## src/sv/utf8dv_pkg.sv

```systemverilog
// Package with the constants and helpers of the UTF-8 display text validator.
`default_nettype none

package utf8dv_pkg;

    localparam int unsigned CpWidth = 21;

    typedef logic [7:0]         t_byte;
    typedef logic [1:0]         t_pending;
    typedef logic [CpWidth-1:0] t_code_point;

    typedef enum logic [1:0] {
        MIN_CLASS_2BYTE = 2'd0,
        MIN_CLASS_3BYTE = 2'd1,
        MIN_CLASS_4BYTE = 2'd2,
        MIN_CLASS_SPARE = 2'd3
    } t_min_class;

    localparam t_byte       C_SPACE       = 8'h20;
    localparam t_byte       C_DEL         = 8'h7f;
    localparam t_byte       C_LEAD2_LO    = 8'hc2;
    localparam t_byte       C_LEAD2_HI    = 8'hdf;
    localparam t_byte       C_LEAD3_LO    = 8'he0;
    localparam t_byte       C_LEAD3_HI    = 8'hef;
    localparam t_byte       C_LEAD4_LO    = 8'hf0;
    localparam t_byte       C_LEAD4_HI    = 8'hf4;
    localparam t_byte       C_CONT_MASK   = 8'hc0;
    localparam t_byte       C_CONT_TAG    = 8'h80;
    localparam t_code_point C_CP_MAX      = 21'h10ffff;
    localparam t_code_point C_SURR_LO     = 21'h00d800;
    localparam t_code_point C_SURR_HI     = 21'h00dfff;
    localparam t_code_point C_MIN_2BYTE   = 21'h000080;
    localparam t_code_point C_MIN_3BYTE   = 21'h000800;
    localparam t_code_point C_MIN_4BYTE   = 21'h010000;

    // Smallest code point that a sequence of the given class may encode.
    function automatic t_code_point min_for_class(input t_min_class cls);
        t_code_point v;
        unique case (cls)
            MIN_CLASS_2BYTE: v = C_MIN_2BYTE;
            MIN_CLASS_3BYTE: v = C_MIN_3BYTE;
            default:         v = C_MIN_4BYTE;
        endcase
        return v;
    endfunction

endpackage

`default_nettype wire

```

## src/sv/utf8_display_text_validator_core.sv

```systemverilog
// Top level of the UTF-8 display text validator: byte checker with one verdict per string.
// The block takes a text string one byte per transfer on the input channel
// (i_in_valid / o_in_ready) with i_last_byte marking the final byte, or a single
// transfer with i_empty_string set for an empty string. It returns one verdict per
// string on the output channel (o_out_valid / i_out_ready): o_string_valid is 1 when
// the string is well-formed UTF-8 without control characters below 0x20, DEL, overlong forms,
// surrogates or code points above 0x10FFFF.
// Every byte passes an input register and then decode logic that updates the
// sequence state; the verdict sits in an output register, loaded when the final
// byte is consumed from the input register. One byte is taken every cycle unless
// a final byte waits for a stalled verdict, so throughput is one byte per cycle,
// set by the single state update.
// If the receiver stalls, the verdict holds; bytes that end no string keep
// flowing, and the next final byte waits in the input register until the verdict
// is taken. Synchronous reset empties both registers and clears the sequence state.
`default_nettype none

module utf8_display_text_validator_core (
    input  wire                logic i_clk,
    input  wire                logic i_rst_n,
    input  wire                logic i_in_valid,
    output                     logic o_in_ready,
    input  wire   utf8dv_pkg::t_byte i_text_byte,
    input  wire                logic i_last_byte,
    input  wire                logic i_empty_string,
    output                     logic o_out_valid,
    input  wire                logic i_out_ready,
    output                     logic o_string_valid
);
    import utf8dv_pkg::*;

    logic        r_in_valid;
    t_byte       r_byte;
    logic        r_last;
    logic        r_empty;

    t_pending    r_pending,   n_pending;
    t_code_point r_accum,     n_accum;
    t_min_class  r_min_class, n_min_class;
    logic        r_error,     n_error;

    logic        r_out_valid;
    logic        r_string_valid, n_string_valid;

    logic        produces_result;
    logic        out_free;
    logic        consume;
    t_code_point cp_next;

    assign produces_result = r_last | r_empty;
    assign out_free        = !r_out_valid || i_out_ready;
    assign consume         = r_in_valid && (!produces_result || out_free);
    assign o_in_ready      = !r_in_valid || consume;
    assign cp_next         = {r_accum[CpWidth-7:0], r_byte[5:0]};

    always_comb begin
        n_pending      = r_pending;
        n_accum        = r_accum;
        n_min_class    = r_min_class;
        n_error        = r_error;
        n_string_valid = 1'b1;

        if (!r_error) begin
            if (r_pending == 2'd0) begin
                priority if (r_byte <= C_DEL) begin
                    if (r_byte < C_SPACE || r_byte == C_DEL) begin
                        n_error = 1'b1;
                    end
                end else if (r_byte >= C_LEAD2_LO && r_byte <= C_LEAD2_HI) begin
                    n_accum     = t_code_point'(r_byte[4:0]);
                    n_pending   = 2'd1;
                    n_min_class = MIN_CLASS_2BYTE;
                end else if (r_byte >= C_LEAD3_LO && r_byte <= C_LEAD3_HI) begin
                    n_accum     = t_code_point'(r_byte[3:0]);
                    n_pending   = 2'd2;
                    n_min_class = MIN_CLASS_3BYTE;
                end else if (r_byte >= C_LEAD4_LO && r_byte <= C_LEAD4_HI) begin
                    n_accum     = t_code_point'(r_byte[2:0]);
                    n_pending   = 2'd3;
                    n_min_class = MIN_CLASS_4BYTE;
                end else begin
                    n_error = 1'b1;
                end
            end else if ((r_byte & C_CONT_MASK) != C_CONT_TAG) begin
                n_error   = 1'b1;
                n_pending = 2'd0;
            end else begin
                n_pending = r_pending - 2'd1;
                if (r_pending == 2'd1) begin
                    if (cp_next < min_for_class(r_min_class) || cp_next > C_CP_MAX ||
                        (cp_next >= C_SURR_LO && cp_next <= C_SURR_HI)) begin
                        n_error = 1'b1;
                    end
                    n_accum     = '0;
                    n_min_class = MIN_CLASS_2BYTE;
                end else begin
                    n_accum = cp_next;
                end
            end
        end

        if (r_empty) begin
            n_string_valid = 1'b1;
        end else begin
            n_string_valid = !n_error && (n_pending == 2'd0);
        end

        if (produces_result) begin
            n_pending   = 2'd0;
            n_accum     = '0;
            n_min_class = MIN_CLASS_2BYTE;
            n_error     = 1'b0;
        end
    end

    always_ff @(posedge i_clk) begin
        if (!i_rst_n) begin
            r_in_valid  <= 1'b0;
            r_pending   <= 2'd0;
            r_accum     <= '0;
            r_min_class <= MIN_CLASS_2BYTE;
            r_error     <= 1'b0;
            r_out_valid <= 1'b0;
        end else begin
            if (o_in_ready) begin
                r_in_valid <= i_in_valid;
            end
            if (consume) begin
                r_pending   <= n_pending;
                r_accum     <= n_accum;
                r_min_class <= n_min_class;
                r_error     <= n_error;
            end
            if (consume && produces_result) begin
                r_out_valid <= 1'b1;
            end else if (i_out_ready) begin
                r_out_valid <= 1'b0;
            end
        end
    end

    always_ff @(posedge i_clk) begin
        if (o_in_ready && i_in_valid) begin
            r_byte  <= i_text_byte;
            r_last  <= i_last_byte;
            r_empty <= i_empty_string;
        end
        if (consume && produces_result) begin
            r_string_valid <= n_string_valid;
        end
    end

    assign o_out_valid    = r_out_valid;
    assign o_string_valid = r_string_valid;

endmodule

`default_nettype wire

```

## config.mk

```make
export PLATFORM = sky130hd
export DESIGN_NAME = utf8_display_text_validator_core
export DESIGN_NICKNAME = d
export VERILOG_FILES = /design/src/sv/utf8dv_pkg.sv /design/src/sv/utf8_display_text_validator_core.sv
export SDC_FILE = /design/constraint.sdc
export NUM_CORES = 1
export LEC_CHECK = 0
export BUFFER_PORTS_ARGS = -buffer_cell sky130_fd_sc_hd__buf_2
export CORE_ASPECT_RATIO = 1.5
export CORE_MARGIN = 4
export CORE_UTILIZATION = 25
export CTS_CLUSTER_SIZE = 20
export DETAILED_ROUTE_END_ITERATION = 8
export PLACE_DENSITY = 0.44
export SLEW_MARGIN = 40
export SYNTH_ARGS = -nofsm -noshare
export SYNTH_HDL_FRONTEND = slang
export SYNTH_SLANG_ARGS = --single-unit
```

## constraint.sdc

```tcl
create_clock -name i_clk -period 4.9 [get_ports i_clk]
set_input_delay 0.245 -clock i_clk [delete_from_list [all_inputs] [get_ports i_clk]]
set_output_delay 0.245 -clock i_clk [all_outputs]
set_load 0.01 [all_outputs]
```

==> results.py <==
metrics = {
    "run_status": {
        "status": "finished clean",
    },
    "cts": {
        "cts_tree": "done",
        "cts_setup_buffers": 0,
        "cts_resized": 0,
        "cts_buffers": 5,
        "clock-root-buffer": "clkbuf_8",
        "cts_sinks": 33,
        "insertion_delay_ns": 0.28,
        "cts_buffer_depth": 2,
        "ctsHoldBuffers": 0,
        "cts.clk_slew.worst_paths_ns": 0.06,
        "htreeDepth": 2,
    },
    "route": {
        "wl_per_cell_um": 15.29,
        "first_iter_violations": 58,
        "vias": 1336,
        "drt_wl_total_mm": 4.083,
        "via_per_inst": 5.004,
        "drt_first_pass_iters": 4,
        "ant_nets": 0,
        "drc": 0,
    },
    "die": {
        "pin_count": 17,
        "rows": 36,
        "die_w_um": 75.12,
        "start_util_pct": 25.86,
        "die_h_um": 108.7,
        "die-area_sq_mm": 0.008163,
        "coreArea_sq_mm": 0.006531,
    },
    "finish": {
        "final_cell_mix": "nand2_1, dfxtp_1, buf_2",
        "layout_commonest_cell": "nand2_1",
        "flow.area_growth_from_synthesis_pct": 12.74,
        "layout-drive-gt1-share_pct": 15.18,
        "design_area_sq_mm": 0.001904,
        "nNetsFinal": 208,
        "diodes": 0,
    },
    "power_and_ir_drop": {
        "power_frac_comb_pct": 7.7,
        "p_leak_nw": 0.6816,
        "vdd_ir_drop_max_mv": 0.1495,
        "swShare_pct": 23.19,
        "power.total_mw": 0.5490,
        "power_frac_clock_pct": 37.7,
        "internal-power_mw": 0.4217,
        "power_switching_mw": 0.1273,
        "p_seq_share_pct": 54.5,
        "powerDensity_mw_per_mm2": 288.3,
    },
    "critical_path": {
        "critPathKind": "reg -> reg",
        "crit_start": "r_byte[3]",
        "r2r-start": "r_byte[3]",
        "cp.arrival_ns": 2.55,
        "end_kind": "flop",
        "critPathMaxFanout": 11,
        "worst_ep_required_time_ns": 5.12,
        "rrSetupSlack_ns": 2.56,
        "worstSetupStartpointType": "flop",
    },
    "placement": {
        "post_dp_cell_area_sq_mm": 0.001814,
        "dp_hpwl_mm": 3.114,
        "place.gp.congestion": 0.7297,
        "port_buffers": 16,
    },
    "sta": {
        "finalSetupTns_ns": 0,
        "setup_viol": 0,
        "slew_violations": 0,
        "rsz0062_at_grt": "false",
        "relSlewSlack_pct": 46.86,
        "fmax_mhz": 428.2,
        "hold_viol_final": 0,
        "fin_crit_ns": 2.336,
        "fin_crit_sh_pct": 47.67,
        "fin_skew_ns": 0.005138,
        "worst_pin_slew_ns": 0.7941,
    },
    "synthesis": {
        "synth_seq_cells": 33,
        "synth-edff-count": 11,
        "syn-num-nets": 193,
        "yosysUniqueCellTypes": 51,
        "seq_area_frac_synth_pct": 45.63,
        "avgSynthCellArea_sq_um": 9.652,
        "async_flop_share_pct": 0,
        "ys.flop_type": "dfxtp_1",
        "netlist_instances": 175,
        "syn_area_sq_mm": 0.001689,
        "yosys_warnings": 0,
    },
    "grt": {
        "overflow": 0,
        "grt_pass1_vias": 1361,
        "grt_usage_pct": 11.42,
        "grt_max_degree": 17,
        "antenna_found_initial": 0,
        "grt_pass1_wl_mm": 6.851,
    },
    "min_path": {
        "hp-class": "in -> reg",
        "worst_hold_startpoint": "i_text_byte[4]",
    },
    "flow_run": {
        "drv_cap": 0,
    },
}
-- stage by stage --
step	utilization, %	worst slack [ns]	cells	hold slack [ns]
4_1_cts	29.16	2.559	267	0.1216
3_3_place_gp	27.78	2.616	259	0.4220
5_1_grt	29.16	2.442	267	0.1222
3_5_place_dp	27.78	2.579	259	0.4231
6_report	29.16	2.564	267	0.1320
2_1_floorplan	-	3.035	175	0.3439
-- cells by family after synthesis --
logic type               Yosys count  synth area share (%)
AO/OA/AOI/OAI                     42                 19.04
adder cells (fa/ha/maj)            4                 2.963
buffers and inverters             22                 6.295
flip-flops                        33                 45.63
multiplexers                       6                 3.556
AND/OR/NAND/NOR                   68                 22.52
-- worst max-delay path, cell delays in order, from the launching register on --
cell and delay [ns]:
edfxtp_1 0.46, or4_4 0.57, a31oi_4 0.23, a21o_1 0.37
a21o_1 0.42, mux2i_1 0.22
-- sequential cells by signal, summed over array words and instances, names as in the netlist --
name	flops
r_in_valid	1
r_error	1
o_out_valid	1
r_min_class	2
r_pending	2
o_string_valid	1
r_byte	8
r_last	1
r_empty	1
r_accum	15
-- power groups by stage --
| stage | sequential (mW) | clock [mW] | combinational (mW) |
|---|---|---|---|
| finish | 0.299 | 0.207 | 0.0424 |
| global route | 0.300 | 0.230 | 0.0478 |
| CTS | 0.299 | 0.218 | 0.0432 |
| detailed placement | 0.305 | 0 | 0.0431 |
| global placement | 0.306 | 0 | 0.0432 |
| floorplan | 0.302 | 0 | 0.0329 |
-- per-layer routing --
metal	part of all wire (%)	up-vias	global-route usage [%]
li1	-	683	-
met1	41	630	12.64
met2	54	16	20.32
met3	2.3	7	2.214
met4	2.3	0	5.344
met5	0	-	0
-- path summary, 6_finish.rpt --
| kind | end | depth (start not counted) |
|---|---|---|
| worst min-delay path | r_byte[4] | 1 |
| worst max-delay path | r_accum[1] | 5 |
| worst max register to register | r_accum[1] | 5 |
| worst min register to register | r_accum[0] | 2 |
-- layout make-up --
class / instances / area, sq um
fillers: 687 / 4627
multi-input cells: 120 / 812.0
flip-flops and latches: 33 / 770.7
well taps: 76 / 95.09
clock buffers: 8 / 90.09
repair buffers: 17 / 87.58
inverters: 13 / 48.80
-- synthesized netlist by cell type (3+ instances only) --
cell type,count,share of area (%)
nand2_1,23,5.1
dfxtp_1,22,26
inv_1,12,2.7
edfxtp_1,11,20
a21oi_1,7,2.1
nor2_1,7,1.6
o21ai_0,7,2.1
a32o_1,6,3.6
mux2i_1,6,3.6
nand3_1,5,1.5
clkbuf_1,4,0.89
ha_1,4,3.0
and2_1,3,1.1
nand4b_1,3,1.6
nor3_1,3,0.89
or4_1,3,1.3
Power figures use the tool's default switching activity.
